**config.mk**
```make
export PLATFORM = sky130hd
export DESIGN_NAME = removable_storage_health_fsm_core_flat
export DESIGN_NICKNAME = d
export VERILOG_FILES = /design/src/hw/rtl/rshf_pkg.sv /design/src/hw/rtl/rshf_if.sv /design/src/hw/rtl/rshf_step.sv /design/src/hw/rtl/removable_storage_health_fsm_core.sv /design/src/flat_wrapper.sv
export SDC_FILE = /design/constraint.sdc
export NUM_CORES = 1
export LEC_CHECK = 0
export BUFFER_PORTS_ARGS = -buffer_cell sky130_fd_sc_hd__buf_2
export CORE_MARGIN = 10
export CORE_UTILIZATION = 45
export DETAILED_ROUTE_END_ITERATION = 10
export PLACE_DENSITY = 0.6
export SYNTH_ARGS = -nofsm -noshare
export SYNTH_HDL_FRONTEND = slang
export SYNTH_HIERARCHICAL = 1
export SYNTH_SLANG_ARGS = --single-unit
```
**constraint.sdc**
```tcl
create_clock -name clock -period 7.1 [get_ports clock]
set_input_delay 0.71 -clock clock [delete_from_list [all_inputs] [get_ports clock]]
set_output_delay 0.71 -clock clock [all_outputs]
set_load 0.05 [all_outputs]
```
**src/hw/rtl/rshf_pkg.sv**
```systemverilog
// Shared types and constants for the removable storage health tracker.
// No dependencies; imported by the csr interface and all rtl modules.
package rshf_pkg;

   // volume states
   typedef enum logic [1:0] {
      ST_ABSENT  = 2'd0,
      ST_READY   = 2'd1,
      ST_FAULTED = 2'd2
   } storage_state_type;

   // request operation codes
   localparam logic [1:0] OP_IO_REPORT = 2'd0;
   localparam logic [1:0] OP_PROBE     = 2'd1;
   localparam logic [1:0] OP_TIME      = 2'd2;

   // configuration register indexes
   localparam int unsigned CSR_INDEX_WIDTH = 2;
   localparam int unsigned CSR_DATA_WIDTH  = 32;
   localparam logic [CSR_INDEX_WIDTH-1:0] CSR_FAIL_THRESHOLD = 2'd0;
   localparam logic [CSR_INDEX_WIDTH-1:0] CSR_PROBE_INTERVAL = 2'd1;

   // register reset values
   localparam logic [7:0]  FAIL_THRESHOLD_RESET = 8'd1;
   localparam logic [31:0] PROBE_INTERVAL_RESET = 32'd1000;

   // failure run saturation
   localparam logic [7:0] RUN_MAX = 8'hFF;

   // tracker state apart from the event counters
   typedef struct packed {
      storage_state_type cur_state;
      logic [7:0]        failure_run;
      logic [31:0]       last_probe_time;
      logic              first_probe_pending;
   } track_state_type;

   // per-beat flags from the update logic
   typedef struct packed {
      logic event_res;
      logic probe_due;
      logic mount_inc;
      logic fault_inc;
   } step_flags_type;

endpackage

```
**src/hw/rtl/rshf_if.sv**
```systemverilog
// Valid/ready channel interfaces for request, response and csr write beats.
// Depends on rshf_pkg.
interface rshf_req_if;
   logic        valid;
   logic        ready;
   logic [1:0]  op;
   logic [31:0] now_ms;
   logic        io_ok;
   logic        card_present;
   logic        mount_ok;

   modport source (output valid, op, now_ms, io_ok, card_present, mount_ok, input ready);
   modport sink (input valid, op, now_ms, io_ok, card_present, mount_ok, output ready);
endinterface

interface rshf_rsp_if;
   logic        valid;
   logic        ready;
   logic [1:0]  storage_state;
   logic        event_res;
   logic        probe_due;
   logic [31:0] mount_count;
   logic [31:0] fault_count;

   modport source (output valid, storage_state, event_res, probe_due, mount_count,
                   fault_count, input ready);
   modport sink (input valid, storage_state, event_res, probe_due, mount_count,
                 fault_count, output ready);
endinterface

interface rshf_csr_if;
   import rshf_pkg::*;
   logic                       valid;
   logic                       ready;
   logic [CSR_INDEX_WIDTH-1:0] index;
   logic [CSR_DATA_WIDTH-1:0]  data;

   modport source (output valid, index, data, input ready);
   modport sink (input valid, index, data, output ready);
endinterface

```
**src/hw/rtl/rshf_step.sv**
```systemverilog
// Next-state logic of the health tracker for one request beat.
// Depends on rshf_pkg; instantiated by removable_storage_health_fsm_core.
module rshf_step (
   input  rshf_pkg::track_state_type cur,
   input  logic [1:0]                op,
   input  logic [31:0]               now_ms,
   input  logic                      io_ok,
   input  logic                      card_present,
   input  logic                      mount_ok,
   input  logic [7:0]                fault_limit,
   input  logic [31:0]               probe_interval,
   output rshf_pkg::track_state_type nxt,
   output rshf_pkg::step_flags_type  flags
);
   import rshf_pkg::*;

   logic [31:0] elapsed;
   logic [7:0]  thr;
   logic [7:0]  run_inc;

   assign elapsed = now_ms - cur.last_probe_time;
   assign thr     = (fault_limit == 8'd0) ? 8'd1 : fault_limit;
   assign run_inc = (cur.failure_run == RUN_MAX) ? RUN_MAX : cur.failure_run + 8'd1;

   // state update and event flags
   always_comb begin
      nxt             = cur;
      flags.event_res = 1'b0;
      flags.mount_inc = 1'b0;
      flags.fault_inc = 1'b0;
      flags.probe_due = (cur.cur_state != ST_READY) &&
                        (cur.first_probe_pending || (elapsed >= probe_interval));
      case (op)
         OP_IO_REPORT: begin
            if (cur.cur_state == ST_READY) begin
               if (io_ok) begin
                  nxt.failure_run = 8'd0;
               end else begin
                  nxt.failure_run = run_inc;
                  if (run_inc >= thr) begin
                     nxt.cur_state   = ST_FAULTED;
                     flags.fault_inc = 1'b1;
                     flags.event_res = 1'b1;
                  end
               end
            end
         end
         OP_PROBE: begin
            nxt.last_probe_time     = now_ms;
            nxt.first_probe_pending = 1'b0;
            nxt.failure_run         = 8'd0;
            if (card_present && mount_ok) begin
               nxt.cur_state   = ST_READY;
               flags.mount_inc = (cur.cur_state != ST_READY);
            end else begin
               nxt.cur_state = ST_ABSENT;
            end
            flags.event_res = (nxt.cur_state != cur.cur_state);
         end
         default: begin
            // time check only
         end
      endcase
   end

endmodule

```
**src/hw/rtl/removable_storage_health_fsm_core.sv**
```systemverilog
// Top level of the removable storage health tracker.
// Depends on rshf_pkg, rshf_if and rshf_step.
//
// Tracks a removable volume as absent, ready or faulted from a stream of I/O
// outcome, probe outcome and time check beats, and returns one response beat
// per request with the new state, an event flag, whether a probe was due
// before the beat, and the mount and fault totals. Throughput is one request
// per clock while the response side does not stall; each response appears in
// the cycle after its request is taken, from the registered status record and
// the response register. A held response does not block the next request
// while the response side accepts it in the same cycle. Counters are COUNT_WIDTH
// bits wide and the response shows their low 32 bits. Csr writes are always taken.
module removable_storage_health_fsm_core #(
   parameter int unsigned COUNT_WIDTH = 32
) (
   input logic   clock,
   input logic   reset,
   rshf_req_if.sink   req,
   rshf_rsp_if.source rsp,
   rshf_csr_if.sink   csr
);
   import rshf_pkg::*;

   localparam logic [COUNT_WIDTH-1:0] COUNT_ONE = {{(COUNT_WIDTH-1){1'b0}}, 1'b1};

   track_state_type        state_ff;
   track_state_type        state_in;
   step_flags_type         flags;
   logic [COUNT_WIDTH-1:0] mounts_ff;
   logic [COUNT_WIDTH-1:0] mounts_in;
   logic [COUNT_WIDTH-1:0] faults_ff;
   logic [COUNT_WIDTH-1:0] faults_in;
   logic [7:0]             fault_limit_ff;
   logic [31:0]            probe_interval_ff;
   logic                   rsp_valid_ff;
   logic [1:0]             rsp_state_ff;
   logic                   rsp_event_ff;
   logic                   rsp_due_ff;
   logic [31:0]            rsp_mounts_ff;
   logic [31:0]            rsp_faults_ff;
   logic                   req_accept;

   // handshakes
   assign req.ready  = !rsp_valid_ff || rsp.ready;
   assign req_accept = req.valid && req.ready;
   assign csr.ready  = 1'b1;

   // per-beat update
   rshf_step u_step (
      .cur            (state_ff),
      .op             (req.op),
      .now_ms         (req.now_ms),
      .io_ok          (req.io_ok),
      .card_present   (req.card_present),
      .mount_ok       (req.mount_ok),
      .fault_limit    (fault_limit_ff),
      .probe_interval (probe_interval_ff),
      .nxt            (state_in),
      .flags          (flags)
   );

   assign mounts_in = flags.mount_inc ? mounts_ff + COUNT_ONE : mounts_ff;
   assign faults_in = flags.fault_inc ? faults_ff + COUNT_ONE : faults_ff;

   // control state, counters and config registers
   always_ff @(posedge clock) begin
      if (reset) begin
         state_ff.cur_state           <= ST_ABSENT;
         state_ff.failure_run         <= 8'd0;
         state_ff.last_probe_time     <= 32'd0;
         state_ff.first_probe_pending <= 1'b1;
         mounts_ff                    <= '0;
         faults_ff                    <= '0;
         fault_limit_ff               <= FAIL_THRESHOLD_RESET;
         probe_interval_ff            <= PROBE_INTERVAL_RESET;
         rsp_valid_ff                 <= 1'b0;
      end else begin
         if (csr.valid) begin
            case (csr.index)
               CSR_FAIL_THRESHOLD: fault_limit_ff <= csr.data[7:0];
               CSR_PROBE_INTERVAL: probe_interval_ff <= csr.data[31:0];
               default: begin
               end
            endcase
         end
         if (req_accept) begin
            state_ff     <= state_in;
            mounts_ff    <= mounts_in;
            faults_ff    <= faults_in;
            rsp_valid_ff <= 1'b1;
         end else if (rsp.ready) begin
            rsp_valid_ff <= 1'b0;
         end
      end
   end

   // response payload
   always_ff @(posedge clock) begin
      if (req_accept) begin
         rsp_state_ff  <= state_in.cur_state;
         rsp_event_ff  <= flags.event_res;
         rsp_due_ff    <= flags.probe_due;
         rsp_mounts_ff <= 32'(mounts_in);
         rsp_faults_ff <= 32'(faults_in);
      end
   end

   assign rsp.valid         = rsp_valid_ff;
   assign rsp.storage_state = rsp_state_ff;
   assign rsp.event_res     = rsp_event_ff;
   assign rsp.probe_due     = rsp_due_ff;
   assign rsp.mount_count   = rsp_mounts_ff;
   assign rsp.fault_count   = rsp_faults_ff;

   // ready is entered only through a probe beat
   a_ready_needs_probe: assert property (@(posedge clock) disable iff (reset)
      (state_ff.cur_state != ST_READY && !(req_accept && req.op == OP_PROBE))
      |=> (state_ff.cur_state != ST_READY))
      else $error("entered ready without a probe beat");

   // fault total moves only with entry into faulted
   a_fault_count_entry: assert property (@(posedge clock) disable iff (reset)
      (!$past(reset) && !$stable(faults_ff)) |-> (state_ff.cur_state == ST_FAULTED))
      else $error("fault total changed outside entry into faulted");

   // every accepted request leaves a response pending
   a_accept_gives_rsp: assert property (@(posedge clock) disable iff (reset)
      req_accept |=> rsp_valid_ff)
      else $error("accepted request produced no response");

endmodule
```
**src/flat_wrapper.sv**
```systemverilog
// flat-port wrapper written by rule: the top's interface ports become plain ports
module removable_storage_health_fsm_core_flat import rshf_pkg::*;
#(
   parameter int unsigned COUNT_WIDTH = 32
)
  (clock, reset, req_valid, req_op, req_now_ms, req_io_ok, req_card_present, req_mount_ok, req_ready, rsp_valid, rsp_storage_state, rsp_event_res, rsp_probe_due, rsp_mount_count, rsp_fault_count, rsp_ready, csr_valid, csr_index, csr_data, csr_ready);
  rshf_req_if req_i ();
  rshf_rsp_if rsp_i ();
  rshf_csr_if csr_i ();
  input logic clock;
  input logic reset;
  input wire logic [$bits(req_i.valid)-1:0] req_valid;
  input wire logic [$bits(req_i.op)-1:0] req_op;
  input wire logic [$bits(req_i.now_ms)-1:0] req_now_ms;
  input wire logic [$bits(req_i.io_ok)-1:0] req_io_ok;
  input wire logic [$bits(req_i.card_present)-1:0] req_card_present;
  input wire logic [$bits(req_i.mount_ok)-1:0] req_mount_ok;
  output wire logic [$bits(req_i.ready)-1:0] req_ready;
  output wire logic [$bits(rsp_i.valid)-1:0] rsp_valid;
  output wire logic [$bits(rsp_i.storage_state)-1:0] rsp_storage_state;
  output wire logic [$bits(rsp_i.event_res)-1:0] rsp_event_res;
  output wire logic [$bits(rsp_i.probe_due)-1:0] rsp_probe_due;
  output wire logic [$bits(rsp_i.mount_count)-1:0] rsp_mount_count;
  output wire logic [$bits(rsp_i.fault_count)-1:0] rsp_fault_count;
  input wire logic [$bits(rsp_i.ready)-1:0] rsp_ready;
  input wire logic [$bits(csr_i.valid)-1:0] csr_valid;
  input wire logic [$bits(csr_i.index)-1:0] csr_index;
  input wire logic [$bits(csr_i.data)-1:0] csr_data;
  output wire logic [$bits(csr_i.ready)-1:0] csr_ready;
  assign req_i.valid = req_valid;
  assign req_i.op = req_op;
  assign req_i.now_ms = req_now_ms;
  assign req_i.io_ok = req_io_ok;
  assign req_i.card_present = req_card_present;
  assign req_i.mount_ok = req_mount_ok;
  assign req_ready = req_i.ready;
  assign rsp_valid = rsp_i.valid;
  assign rsp_storage_state = rsp_i.storage_state;
  assign rsp_event_res = rsp_i.event_res;
  assign rsp_probe_due = rsp_i.probe_due;
  assign rsp_mount_count = rsp_i.mount_count;
  assign rsp_fault_count = rsp_i.fault_count;
  assign rsp_i.ready = rsp_ready;
  assign csr_i.valid = csr_valid;
  assign csr_i.index = csr_index;
  assign csr_i.data = csr_data;
  assign csr_ready = csr_i.ready;
  removable_storage_health_fsm_core #(.COUNT_WIDTH(COUNT_WIDTH)) u_core (.clock(clock), .reset(reset), .req(req_i), .rsp(rsp_i), .csr(csr_i));
endmodule
```
# After elaboration in Yosys (flattened, before gate mapping)
# Index checks and enable logic that the tools add are counted.
# classes
add_sub_neg	4
magnitude_cmp	2
n_eq_ne	7
mux	20
n_reduce_logical	15
# op_table
operator	count
$add 32x1->32 const B	2
$mux 32	2
$ge 32x32->1	1
$sub 32x32->32	1
$mux 8	3
$pmux 10 s2	1
$mux 10	1
$mux 1	9
$add 8x1->8 const B	1
$eq 8x8->1 const B	1
$ge 8x8->1	1
$logic_not 8->1	1
$eq 2x1->1 const B	3
$mux 2	3
$reduce_and 2->1	3
$logic_not 2->1	2
$reduce_bool 2->1	2
$logic_and 1x1->1	3
$reduce_and 3->1	1
$logic_or 1x1->1	2
$ne 2x1->1 const B	1
$ne 2x2->1	1
$ne 2x2->1 const B	1
$pmux 1 s2	1
$logic_not 1->1	1
# word_totals
register_bits	216
inputBits	76
out_inout_bits	71
elab_cells	62

# Depth between registers and ports, before layout
# depth
word_depth	8
ltp_mapped	19
ltp_nobuf	17

# Cells and area by module
# Netlist, hierarchy kept.
# modules_own_cells
module	n_inst	cells_each	area_per_inst_um2	seq_area_each_um2
removable_storage_health_fsm_core	1	916	8809.7	5004.8
rshf_step	1	584	3719.8	0.0

# Least setup slack after synthesis
# No wires, ideal clock.
# synth_path
path_kind	input port to flip-flop
startpoint	input rsp_ready
endpoint	register u_core.rsp_event_ff (netlist: u_core/rsp.event_res), enable pin
setup_ps	459
arrival_ps	3882
required_ps	6641
slack_ps	2759
cell_stages	5
n_path_buf	2
cell_sequence	nand2b_1 > nand2_1 > inv_1 > clkbuf_1 > clkbuf_1
# synth_between
elab_chain_len	2
# synth_lines
element	line	rtl
start: declaration	flat_wrapper.sv:25	input wire logic [$bits(rsp_i.ready)-1:0] rsp_ready;
$logic_or 1x1->1	removable_storage_health_fsm_core.sv:44	assign req.ready = !rsp_valid_ff || rsp.ready;
$logic_and 1x1->1	removable_storage_health_fsm_core.sv:45	assign req_accept = req.valid && req.ready;
named net u_core.req_accept	removable_storage_health_fsm_core.sv:41	logic req_accept;
end signal: assignment	removable_storage_health_fsm_core.sv:101	rsp_event_ff <= flags.event_res;
end: declaration	removable_storage_health_fsm_core.sv:37	logic rsp_event_ff;
# The timed path passes the listed nets, and every way through them passes these cells.
# A chain may end at the register's enable or synchronous reset.

==> impl_metrics.yaml <==
outcome:
  status: "finished, final reports clean"
setup_path:
  slowest_delay_ps: 660
  cp.arrival_ps: 5090
  crit_path_top_delay_cell: "and2_0"
  worstPathRequired_ps: 7370
  path_buf_inv: 0
  start_kind: "flip-flop"
  path_class: "flip-flop to flip-flop"
  cp_max_fo: 14
  crit_family: "simple AND/OR/NAND/NOR gates"
  path_cells: "ha_1 > and3_1 > nand2_1 > and2_1 > ha_1 > nand2b_1 > a21o_1 > a21o_1 > a211oi_1 > o21a_1 > nor3_1 > and4_1 > and2_0 > nand3_1 > nor3_1 > xor2_1"
  critical_path.endpoint_type: "flip-flop"
drt:
  drt-initial-drc-count: 769
  first_pass_iters: 5
  top_layer: "met5"
  num_vias: 10530
  drc: 0
  wl_met3_um: 1798
  routed_via_density: 5.256
  wl_met1_um: 14610
  wl_um: 31470
  ant_nets: 0
  met2WireLength_um: 14520
  routedWlPerCell_um: 15.71
power:
  p_sw_frac: 0.2813
  netSwitchingPower_mw: 0.8519
  pwr-share-seq: 0.437
  combinationalPowerShare: 0.160
  p_per_area_nw_per_um2: 212.3
  ir_drop_v: 0.0002016
  p_int_mw: 2.177
  p_leak_nw: 5.507
  p_clk_frac: 0.403
floorplan:
  core-area_um2: 27630
  dieHeight_um: 186.9
  die_width_um: 186.9
  std_cell_rows: 61
  dieArea_um2: 34920
  initial_core_util: 0.4535
  io_pins: 147
logic_synthesis:
  yosysUniqueCellTypes: 75
  synth-edff-count: 68
  yosys.area_share.simple: 0.2212
  netlist_area_um2: 12530
  ys.flop_type: "dfxtp_1"
  synth_async_sr_flop_share: 0
  yosysSeqAreaShare: 0.3994
  syn_avg_cell_area_um2: 8.353
  yosysWarningCount: 6
  synth_mux_area_frac: 0.01088
  syn_inst: 1500
  synth_top_cell_by_area: "dfxtp_1"
  synth_top_area_frac: 0.2365
  synth_area_leaders: "dfxtp_1, edfxtp_1, nand2_1, ha_1, xnor2_1"
  yosys-top-cells-count: "nand2_1, dfxtp_1, a21oi_1"
  synth-xor-area-share: 0.1007
  ys_ff_latch: 216
  synth_top_family_by_area: "simple AND/OR/NAND/NOR gates"
  synth_nets: 1651
  synthAdderAreaFrac: 0.07549
  synth_compound_area_frac: 0.1419
  synth.most_common_cell: "nand2_1"
clock_tree:
  root_buffer: "clkbuf_16"
  clock_sinks: 216
  clk_pin_slew_worst_paths_ps: 60
  post_cts_buffers: 0
  numCtsBuffers: 25
  clock_latency_ps: 520
  post_cts_resized: 0
  cts_tree: "built"
  htree_num_levels: 1
  clk_path_buf_depth: 3
  hold_buffers: 0
grt:
  grt_use_total: 0.1735
  grt.overflow.total: 0
  grt_pass1_wl_um: 51670
  grt_start_max_net_pins: 92
  grt_pass1_vias: 10070
  antenna_found_initial: 1
sta:
  hold_viol: 0
  rsz0062_at_grt: "false"
  min_period_ps: 4825
  finalSetupTns_ps: 0
  fin_crit_sh: 0.6796
  slew-limit-headroom: 0.1645
  max_freq_mhz: 207.3
  worst_pin_slew_ps: 1244
  whs_ps: 399.4
  finClkSkew_ps: 11.18
  finalSetupViolations: 0
  final-max-slew-violation-count: 0
finish:
  finalNonFillerCells: 2003
  fillers: 2757
  syn2layout_area_growth_pct: 13.83
  seq_area_um2: 5005
  multi_input_area_um2: 6912
  fin_nets: 1758
  drive_above_1_share: 0.1360
  diodes: 0
placement:
  dp_hpwl_um: 22410
  portBuffers: 145
  placed_cells: 1958
  place_congestion: 0.8620
flow_run:
  maxCapViolations: 0
worst_hold_path:
  hp-class: "input pin to flip-flop"
## cell type report
| class | count | area share |
|---|---|---|
| Clock inverter | 12 | 0.006930 |
| Timing Repair Buffer | 152 | 0.05474 |
| Tap cell | 378 | 0.03316 |
| Clock buffer | 33 | 0.04737 |
| Sequential cell | 216 | 0.3509 |
| Inverter | 84 | 0.02228 |
| Multi-Input combinational cell | 1128 | 0.4846 |
## cell families after synthesis
group,Yosys count
xor gates and xnor gates,144
adders and majority gates,75
DFF,216
AOI/OAI and AO/OA,301
other,1
muxes,13
and+or+nand+nor,594
buffers and inverters,156
## per-layer routing
| metal | vias up | GRT usage |
|---|---|---|
| met1 | 4863 | 0.2245 |
| met5 | - | 0 |
| met3 | 41 | 0.03654 |
| met2 | 236 | 0.2906 |
| met4 | 2 | 0.03877 |
| li1 | 5385 | - |
## state kept, by name, indices dropped and copies added, names as in the netlist
| signal | flops |
|---|---|
| u_core/mounts_ff | 32 |
| u_core/rsp.valid | 1 |
| u_core/state_ff | 43 |
| u_core/rsp.fault_count | 32 |
| u_core/rsp.mount_count | 32 |
| u_core/rsp.probe_due | 1 |
| u_core/rsp.event_res | 1 |
| u_core/faults_ff | 32 |
| u_core/probe_interval_ff | 32 |
| u_core/fault_limit_ff | 8 |
| u_core/rsp.storage_state | 2 |
## through the flow
stage	area [µm²]	util	power, mW	setup WS, ps
2_1_floorplan	12530	-	1.703	2759
3_3_place_gp	13490	0.4882	1.833	2423
3_5_place_dp	13490	0.4882	1.836	2315
4_1_cts	14260	0.5162	3.070	2286
5_1_grt	14260	0.5162	3.180	1762
6_report	14260	0.5162	3.029	2275
## path summary, 6_finish.rpt
kind,end,startpoint,cells past startpoint,slack [ps]
hold reg to reg,u_core/state_ff[13],u_core/state_ff[13],2,450
hold / removal,u_core/probe_interval_ff[9],csr_data[9],3,400
setup / recovery,u_core/rsp.fault_count[13],u_core/state_ff[33],16,2280
setup reg to reg,u_core/rsp.fault_count[13],u_core/state_ff[33],16,2280
## power groups by stage
stage | combinational [mW] | clock (mW) | sequential, mW
after floorplan | 0.282 | 0 | 1.42
after global placement | 0.484 | 0 | 1.35
after detailed placement | 0.486 | 0 | 1.35
after CTS | 0.488 | 1.26 | 1.32
after global routing | 0.543 | 1.31 | 1.33
final | 0.485 | 1.22 | 1.32
## tightest hold or removal path, stage by stage
cell      delay [ps]
buf_2             70
nand2_1           40
nand3b_1          60
## cell usage in the layout (no fill, tap or decap), types with 26 or more instances in the layout
master	instances
nand3_1	32
ha_1	74
nor2_1	121
xnor2_1	77
o21ai_0	75
nand2_1	267
a21oi_1	132
xor2_1	67
inv_1	83
buf_2	144
dfxtp_1	148
nor3_1	26
edfxtp_1	68
nand4_1	38
(Power assumes the default switching activity.)
